==> src/hw/rtl/stbf_pkg.sv <==
// Shared types and constants for the stateful TCP/IPv6 bridge filter.
// Used by the cell row and the top level; depends on nothing.
package stbf_pkg;

  localparam int IDX_W = 12;

  localparam logic [15:0] ETH_IPV6     = 16'h86DD;
  localparam logic [7:0]  PROTO_TCP    = 8'd6;
  localparam logic [47:0] MAC_BCAST    = 48'hFFFF_FFFF_FFFF;
  localparam logic [15:0] MCAST_PREFIX = 16'h3333;

  localparam logic REG_BCAST_IPV4 = 1'b0;
  localparam logic REG_BCAST_PORT = 1'b1;

  typedef struct packed {
    logic [31:0] ports;
    logic [63:0] ip_hi;
    logic [63:0] ip_lo;
    logic [47:0] mac_key;
  } query_t;

  typedef struct packed {
    logic             conn_hit;
    logic             conn_free;
    logic [IDX_W-1:0] conn_free_idx;
    logic             blk_hit;
    logic             blk_free;
    logic [IDX_W-1:0] blk_free_idx;
    logic             mac_hit;
    logic [IDX_W-1:0] mac_idx;
    logic [47:0]      mac_peer;
    logic             mac_free;
    logic [IDX_W-1:0] mac_free_idx;
  } acc_t;

  typedef struct packed {
    logic             conn_we;
    logic [IDX_W-1:0] conn_idx;
    logic             blk_we;
    logic [IDX_W-1:0] blk_idx;
    logic             mac_we;
    logic             mac_key_we;
    logic [IDX_W-1:0] mac_idx;
    logic [47:0]      mac_peer;
  } wr_t;

endpackage

==> src/hw/rtl/stbf_cell.sv <==
// One cell of the table row: at most one connection, blacklist and MAC entry each.
// Compares its entries with the broadcast query and passes the search record on.
module stbf_cell #(
  parameter int IDX       = 0,
  parameter bit HAS_CONN  = 1'b1,
  parameter bit HAS_BLOCK = 1'b1,
  parameter bit HAS_MAC   = 1'b1
) (
  input  logic            clk,
  input  logic            rst,
  input  stbf_pkg::query_t q,
  input  stbf_pkg::wr_t    wr,
  input  logic            in_valid,
  input  stbf_pkg::acc_t   in_acc,
  output logic            out_valid,
  output stbf_pkg::acc_t   out_acc
);

  localparam logic [stbf_pkg::IDX_W-1:0] MY_IDX = IDX[stbf_pkg::IDX_W-1:0];

  logic        c_valid;
  logic [31:0] c_ports;
  logic [63:0] c_hi;
  logic [63:0] c_lo;
  logic        b_valid;
  logic [63:0] b_hi;
  logic [63:0] b_lo;
  logic        m_valid;
  logic [47:0] m_key;
  logic [47:0] m_peer;
  stbf_pkg::acc_t acc_next;
  logic c_match;
  logic b_match;
  logic m_match;

  assign c_match = HAS_CONN && c_valid && c_ports == q.ports && c_hi == q.ip_hi
                   && c_lo == q.ip_lo;
  assign b_match = HAS_BLOCK && b_valid && b_hi == q.ip_hi && b_lo == q.ip_lo;
  assign m_match = HAS_MAC && m_valid && m_key == q.mac_key;

  always_comb begin
    acc_next = in_acc;
    acc_next.conn_hit = in_acc.conn_hit | c_match;
    acc_next.blk_hit  = in_acc.blk_hit | b_match;
    if (HAS_CONN && !c_valid && !in_acc.conn_free) begin
      acc_next.conn_free     = 1'b1;
      acc_next.conn_free_idx = MY_IDX;
    end
    if (HAS_BLOCK && !b_valid && !in_acc.blk_free) begin
      acc_next.blk_free     = 1'b1;
      acc_next.blk_free_idx = MY_IDX;
    end
    if (m_match && !in_acc.mac_hit) begin
      acc_next.mac_hit  = 1'b1;
      acc_next.mac_idx  = MY_IDX;
      acc_next.mac_peer = m_peer;
    end
    if (HAS_MAC && !m_valid && !in_acc.mac_free) begin
      acc_next.mac_free     = 1'b1;
      acc_next.mac_free_idx = MY_IDX;
    end
  end

  always_ff @(posedge clk) begin
    out_acc <= acc_next;
    if (rst) begin
      out_valid <= 1'b0;
      c_valid   <= 1'b0;
      b_valid   <= 1'b0;
      m_valid   <= 1'b0;
    end else begin
      out_valid <= in_valid;
      if (HAS_CONN && wr.conn_we && wr.conn_idx == MY_IDX) begin
        c_valid <= 1'b1;
      end
      if (HAS_BLOCK && wr.blk_we && wr.blk_idx == MY_IDX) begin
        b_valid <= 1'b1;
      end
      if (HAS_MAC && wr.mac_we && wr.mac_key_we && wr.mac_idx == MY_IDX) begin
        m_valid <= 1'b1;
      end
    end
    if (wr.conn_we && wr.conn_idx == MY_IDX) begin
      c_ports <= q.ports;
      c_hi    <= q.ip_hi;
      c_lo    <= q.ip_lo;
    end
    if (wr.blk_we && wr.blk_idx == MY_IDX) begin
      b_hi <= q.ip_hi;
      b_lo <= q.ip_lo;
    end
    if (wr.mac_we && wr.mac_idx == MY_IDX) begin
      m_peer <= wr.mac_peer;
      if (wr.mac_key_we) begin
        m_key <= q.mac_key;
      end
    end
  end

endmodule

==> config.mk <==
export PLATFORM = sky130hd
export DESIGN_NAME = stbf_cell
export DESIGN_NICKNAME = d
export VERILOG_FILES = /design/src/hw/rtl/stbf_pkg.sv /design/src/hw/rtl/stbf_cell.sv
export SDC_FILE = /design/constraint.sdc
export NUM_CORES = 1
export LEC_CHECK = 0
export BUFFER_PORTS_ARGS = -buffer_cell sky130_fd_sc_hd__buf_4
export CELL_PAD_IN_SITES_DETAIL_PLACEMENT = 1
export CELL_PAD_IN_SITES_GLOBAL_PLACEMENT = 1
export CORE_ASPECT_RATIO = 1.2
export CORE_MARGIN = 5
export CORE_UTILIZATION = 46
export DETAILED_ROUTE_END_ITERATION = 10
export HOLD_SLACK_MARGIN = 0.06
export PLACE_DENSITY_LB_ADDON = 0.1
export SETUP_SLACK_MARGIN = 0.5
export SYNTH_ARGS = -nofsm -noshare
export SYNTH_HDL_FRONTEND = slang
export SYNTH_SLANG_ARGS = --single-unit
==> constraint.sdc <==
create_clock -name clk -period 38.4 [get_ports clk]
set_input_delay 1.92 -clock clk [delete_from_list [all_inputs] [get_ports clk]]
set_output_delay 1.92 -clock clk [all_outputs]
set_load 0.01 [all_outputs]
==> reports/qor.yml, run 1 <==
final_layout:
  num-nets-final: 2147
  syn2layout_area_growth_pct: 31.96
  finalNonFillerCells: 2327
  drive_gt1_share_pct: 35.67
  post-route-util_pct: 61.10
  final_area_um2: 24770
power:
  irDropWorstVdd_mv: 0.03878
  p_per_area_nw_per_um2: 45.67
  leakage_nw: 9.500
place:
  placed_area_um2: 23210
  gp_congestion: 0.9164
  io_buffers: 503
  dp_cells: 2234
  place_hpwl_mm: 48.38
worst_setup_path:
  arrival_ns: 4.59
  r2r_slack_ns: 35.18
  crit_path_start_kind: "input port"
  cp_max_fo: 49
  r2r-end: "out_acc[24]"
  path_class: "in -> reg"
  crit_path_max_incr_delay_ns: 1.03
  crit_path_end_kind: "register"
  critPathRequiredTime_ns: 38.60
  ff2ff_path_depth: 6
  path_cells: "buf_4, or4_1, nor4_1, and4b_2, buf_4, and2_2"
  crit_path_frequent_cell: "buf_4"
  r2r-start: "m_key[38]"
  slowest_stage: "and2_2"
run:
  cap_violations: 0
sta:
  timing.final.hold_violations: 0
  fin_crit_sh_pct: 11.44
  relSlewSlack_pct: 24.42
  timing.fmax_mhz: 227.7
  slew_viol_final: 0
  timing.hold.ws_ns: 0.4595
  clock_skew_ns: 0.01141
  rsz0062_at_grt: "false"
  min_period_ns: 4.391
  setup_tns_ns: 0
  setup_viol_count_final: 0
  worst_pin_slew_ns: 1.134
clocking:
  cts_buffer_depth: 3
  cts_hold_buffers: 0
  cts_root_buf: "clkbuf_16"
  post-cts-setup-buffers: 0
  cts.clk_slew.worst_paths_ns: 0.06
  cts.sinks: 490
  numCtsBuffers: 49
  h-tree-depth: 2
  cts_tree: "done"
  clk_latency_ns: 0.59
  cts_resized: 0
routing:
  drt_iter0_drc: 888
  wl_per_cell_um: 26.55
  drtAntennaViolNets: 0
  routed_via_density: 5.340
  wirelength_mm: 61.77
  routed-via-count: 12430
  drcViolationCount: 0
  drtPass1Iterations: 5
yosys:
  synth_edf_count: 384
  yosysSeqAreaShare_pct: 72.74
  synth_ff_type: "edfxtp_1"
  synth_area_leader_cell: "edfxtp_1"
  synth_top_cell_area_share_pct: 61.44
  synthesis.area_um2: 18770
  syn_nets: 1598
  synth_cells: 1197
  yosysUniqueCellTypes: 39
  ys_async_sr_fraction_pct: 0
  synth_warnings: 0
  yosysMostFrequentCell: "edfxtp_1"
  ys_top_cells_by_count: "edfxtp_1 (384), xnor2_1 (117), inv_1 (110)"
  synth_area_per_cell_um2: 15.68
  synth_area_leaders: "edfxtp_1 (61%), dfxtp_1 (11%), xnor2_1 (5.5%), xor2_1 (4.2%), mux2_2 (2.9%)"
  synth-seq-cells: 490
run_status:
  outcome: "finished clean"
hold_path:
  min_from: "m_valid"
  hold_path_end: "out_acc[12]"
  hp-class: "reg -> reg"
  hold_path_depth: 1
floorplanning:
  io_pins: 504
  fp.dieH_um: 231.3
  die_area_um2: 44960
  rows: 81
  die_w_um: 194.4
  core_area_um2: 40540
  start_util_pct: 46.30
grt:
  grt_util_all_layers_pct: 26.48
  antenna_found_initial: 9
  grt_max_degree: 162
  overflow: 0
  grt_pass1_vias: 13390
  grt_pass1_wl_mm: 87.24
## critical path: cells and delay by family
family | cells | cell delay [ns]
AND/OR/NAND/NOR | 4 | 1.97
buffers and inverters | 2 | 0.65
## per-layer routing
layer / vias to the layer above / track usage (%) / share of wire, %
met5: - / 0 / 0.12
met4: 12 / 10.55 / 3.9
met3: 113 / 9.654 / 9.8
met2: 582 / 47.00 / 52
met1: 6163 / 28.89 / 34
li1: 5556 / - / -
## registers in the layout, indices dropped and copies added, names as in the netlist
name	cells
c_hi	64
m_valid	1
b_lo	64
out_acc	102
m_key	48
c_valid	1
out_valid	1
b_valid	1
c_lo	64
b_hi	64
c_ports	32
m_peer	48
## cells by family (layout without fill, tap and decap cells)
| family | Yosys count | in the layout | share of synthesized area (%) |
|---|---|---|---|
| AOI/OAI and AO/OA | 126 | 126 | 5.360 |
| muxes | 48 | 48 | 2.880 |
| DFF | 490 | 490 | 72.74 |
| buffers and inverters | 119 | 708 | 2.580 |
| xor gates and xnor gates | 207 | 207 | 9.659 |
| and+or+nand+nor | 207 | 207 | 6.780 |
| other | 0 | 2 | 0 |
## per-stage QoR
step	worst slack, ns	power, mW
CTS	34.01	1.142
detailed placement	33.38	0.6753
finish	34.01	1.131
global route	33.88	1.170
global placement	33.45	0.6727
floorplan	19.78	0.6128
## how the worst max path moves through the flow
stage	depth (start not counted)	endpoint	from	slack, ns
after floorplan	2	c_hi[0]	wr[76]	19.78
after global placement	6	m_key[12]	wr[52]	33.45
after detailed placement	6	m_key[12]	wr[52]	33.38
after CTS	6	m_key[38]	wr[52]	34.01
after global routing	6	m_key[38]	wr[52]	33.88
final	6	m_key[18]	wr[52]	34.01
## power breakdown
group          total, mW  switching [mW]  leakage, nW  internal, mW
Sequential         0.578         0.00167         4.34         0.576
Clock              0.468           0.204        0.772         0.263
Combinational     0.0855          0.0394         4.39        0.0461
## layout by cell type, fill, tap and decap left out, types with 6 or more instances in the layout
master and n:
o22ai_1 37, nand2b_1 24, a221oi_1 15, xor2_1 90
a2111oi_0 6, nand4_1 39, nand3_1 6, nor3_1 9
xnor2_1 117, dfxtp_1 106, nor4_1 43, inv_1 110
clkbuf_8 7, o2bb2ai_1 19, buf_4 506, clkbuf_16 51
o2111ai_1 12, edfxtp_1 384, nor2b_1 50, nor2_1 7
a22o_1 13, clkbuf_1 12, clkinv_1 6, mux2_2 48
and2_1 12, clkinv_2 12
## area by class of cell
type,instances,area [um^2]
Clock inverter,21,130.1
Sequential cell,490,13650
Timing Repair Buffer,507,3819
Clock buffer,70,1418
Fill cell,3883,15770
Multi-Input combinational cell,588,4656
Tap cell,539,674.4
Antenna cell,2,5.005
Inverter,110,412.9
No activity file was read; power rests on OpenSTA's default activity.
==> run 2: changes to the inputs <==
--- a/config.mk
+++ b/config.mk
@@ -5,12 +5,13 @@
 export SDC_FILE = /design/constraint.sdc
 export NUM_CORES = 1
 export LEC_CHECK = 0
+export ABC_AREA = 1
 export BUFFER_PORTS_ARGS = -buffer_cell sky130_fd_sc_hd__buf_4
 export CELL_PAD_IN_SITES_DETAIL_PLACEMENT = 1
 export CELL_PAD_IN_SITES_GLOBAL_PLACEMENT = 1
 export CORE_ASPECT_RATIO = 1.2
 export CORE_MARGIN = 5
-export CORE_UTILIZATION = 46
+export CORE_UTILIZATION = 41
 export DETAILED_ROUTE_END_ITERATION = 10
 export HOLD_SLACK_MARGIN = 0.06
 export PLACE_DENSITY_LB_ADDON = 0.1
==> constraint.sdc (replaced) <==
create_clock -name clk -period 4.6 [get_ports clk]
set_input_delay 0.23 -clock clk [delete_from_list [all_inputs] [get_ports clk]]
set_output_delay 0.23 -clock clk [all_outputs]
set_load 0.01 [all_outputs]
==> reports/qor.yml, run 2 <==
yosys:
  yosysSeqAreaShare_pct: 66.80  # was 72.74%
  synth_edf_count: 384  # unchanged
  synth_top_cell_area_share_pct: 56.42  # was 61.44%
  synth_area_leader_cell: "edfxtp_1"  # unchanged
  synth_area_per_cell_um2: 10.18  # was 15.68 um^2
  syn_nets: 2409  # was 1,598
  synth_warnings: 0  # unchanged
  synth_cells: 2008  # was 1,197
  ys_async_sr_fraction_pct: 0  # unchanged
  synth_area_leaders: "edfxtp_1 (56%), nand2_1 (11%), dfxtp_1 (10%), inv_1 (6.2%), xnor2_1 (4.5%)"  # was edfxtp_1 (61%), dfxtp_1 (11%), xnor2_1 (5.5%), xor2_1 (4.2%), mux2_2 (2.9%)
  synth-seq-cells: 490  # unchanged
  synthesis.area_um2: 20440  # was 18,770 um^2
  yosysMostFrequentCell: "nand2_1"  # was edfxtp_1
  synth_ff_type: "edfxtp_1"  # unchanged
  ys_top_cells_by_count: "nand2_1 (608), edfxtp_1 (384), inv_1 (338)"  # was edfxtp_1 (384), xnor2_1 (117), inv_1 (110)
  yosysUniqueCellTypes: 27  # was 39
power:
  power_mw: 10.10  # was 1.131 mW
  p_per_area_nw_per_um2: 331.7  # was 45.67 nW/um^2
  leakage_nw: 13.46  # was 9.500 nW
  irDropWorstVdd_mv: 0.3340  # was 0.03878 mV
place:
  dp_cells: 3136  # was 2,234
  place_hpwl_mm: 47.28  # was 48.38 mm
  io_buffers: 503  # unchanged
  gp_congestion: 0.8294  # was 0.9164
  placed_area_um2: 25050  # was 23,210 um^2
sta:
  slew_viol_final: 0  # unchanged
  clock_skew_ns: 0.02059  # was 0.01141 ns
  timing.final.hold_violations: 0  # unchanged
  relSlewSlack_pct: 13.15  # was 24.42%
  fin_crit_sh_pct: 59.47
  min_period_ns: 2.735
  setup_viol_count_final: 0  # unchanged
  rsz0062_at_grt: "false"  # unchanged
  worst_pin_slew_ns: 1.298  # was 1.134 ns
  timing.fmax_mhz: 365.6
clocking:
  cts_resized: 0  # unchanged
  cts_tree: "done"  # unchanged
  numCtsBuffers: 50  # was 49
  clk_latency_ns: 0.60  # was 0.59 ns
  cts_root_buf: "clkbuf_16"  # unchanged
  cts.sinks: 490  # unchanged
  h-tree-depth: 2  # unchanged
  cts_buffer_depth: 3  # unchanged
  cts_hold_buffers: 365  # was 0
  cts.clk_slew.worst_paths_ns: 0.07  # was 0.06 ns
  post-cts-setup-buffers: 0  # unchanged
grt:
  overflow: 0  # unchanged
  grt_pass1_vias: 19640  # was 13.39k
  grt_pass1_wl_mm: 110.9  # was 87.24 mm
  antenna_found_initial: 31  # was 9
  grt_max_degree: 130  # was 162
  grt_util_all_layers_pct: 26.63  # was 26.48%
worst_setup_path:
  r2r_slack_ns: 1.86  # was 35.18 ns
  critPathRequiredTime_ns: 5.06  # was 38.60 ns
  critical_path.top_delay_family: "simple AND/OR/NAND/NOR gates"  # unchanged
  path_class: "reg -> reg"  # was in -> reg
  crit_path_end_kind: "register"  # unchanged
  crit_path_max_incr_delay_ns: 0.59  # was 1.03 ns
  path_cells: "nand2_1, nand2_1, nor3_1, nand3_1, nor2_1, nand2_1, nor2_4, nand2_2, nand2_1, nand2_1"  # was buf_4, or4_1, nor4_1, and4b_2, buf_4, and2_2
  slowest_stage: "nand2_2"  # was and2_2
  crit_path_frequent_cell: "nand2_1"  # was buf_4
  crit_path_start_kind: "register"  # was input port
  cp_max_fo: 49  # unchanged
  crit_buf_inv: 0  # was 2
  arrival_ns: 3.20  # was 4.59 ns
final_layout:
  final_area_um2: 30450  # was 24,770 um^2
  finalNonFillerCells: 3625  # was 2,327
  syn2layout_area_growth_pct: 48.97  # was 31.96%
  final_cell_mix: "nand2_1 (608), buf_4 (509), edfxtp_1 (384)"  # was buf_4 (506), edfxtp_1 (384), xnor2_1 (117)
  regMostFlops: "out_acc"  # unchanged
  drive_gt1_share_pct: 20.97  # was 35.67%
  largest_reg_flops: 102  # unchanged
  final_common_cell: "nand2_1"  # was buf_4
  post-route-util_pct: 61.86  # was 61.10%
  num-nets-final: 3317  # was 2,147
routing:
  wirelength_mm: 78.80  # was 61.77 mm
  drtPass1Iterations: 5  # unchanged
  routed-via-count: 17760  # was 12.43k
  drcViolationCount: 0  # unchanged
  drtAntennaViolNets: 0  # unchanged
  drt_iter0_drc: 1068  # was 888
  wl_per_cell_um: 21.74  # was 26.55 um
  routed_via_density: 4.899  # was 5.340
floorplanning:
  die_area_um2: 54440  # was 44,960 um^2
  fp.dieH_um: 254.6  # was 231.3 um
  start_util_pct: 41.53  # was 46.30%
  rows: 89  # was 81
  io_pins: 504  # unchanged
  core_area_um2: 49220  # was 40,540 um^2
  die_w_um: 213.8  # was 194.4 um
hold_path:
  hp-class: "in -> reg"  # was reg -> reg
run_status:
  outcome: "finished clean"  # unchanged
run:
  cap_violations: 0  # unchanged
run 2: metrics by stage:
stage / setup TNS [ns] / hold slack [ns] / worst slack (ns)
floorplan: -309.77 / 0.2967 / -1.520
global placement: 0 / 0.4087 / 2.321
detailed placement: 0 / 0.4093 / 2.277
CTS: 0 / 0.07071 / 2.069
global route: 0 / 0.1121 / 1.767
finish: 0 / 0.1302 / 1.865
run 2: area by class of cell:
cell class,instances,area [um^2]
Antenna cell,31,77.57
Clock buffer,75,1533
Clock inverter,18,131.4
Fill cell,5363,18770
Inverter,339,1272
Multi-Input combinational cell,1159,5470
Sequential cell,490,13650
Tap cell,637,797.0
Timing Repair Buffer,876,7515
run 2: worst register-to-register path, stage by stage (launching register included):
cell and delay (ns):
edfxtp_1 0.45, nand2_1 0.14, nand2_1 0.09, nor3_1 0.26, nand3_1 0.14, nor2_1 0.16
nand2_1 0.13, nor2_4 0.13, nand2_2 0.59, nand2_1 0.38, nand2_1 0.13
run 2: final timing paths:
path | from | end | depth (start not counted)
setup reg to reg | m_key[31] | out_acc[15] | 10
hold / removal | wr[57] | m_valid | 6
setup / recovery | m_key[31] | out_acc[15] | 10
hold reg to reg | m_peer[39] | out_acc[52] | 2
run 2: power by group:
| group | internal, mW | switching, mW |
|---|---|---|
| logic | 0.588 | 0.462 |
| registers | 4.81 | 0.0217 |
| clock network | 2.41 | 1.81 |
| total | 7.81 | 2.29 |
run 2: metal layers:
metal	GRT usage, %	vias up	wire length [um]
met5	0	-	75
met4	10.89	14	3731
met3	7.160	224	5349
met2	49.65	670	42370
met1	28.21	8647	27270
li1	-	8204	-
run 2: logic make-up (layout without fill, tap and decap cells):
family | Yosys count | after routing | share of synthesized area (%)
compound gates | 68 | 68 | 1.916
xor+xnor | 127 | 127 | 5.442
buf+inv | 359 | 1308 | 6.709
flops | 490 | 490 | 66.80
other cells | 0 | 31 | 0
simple gates | 964 | 964 | 19.14
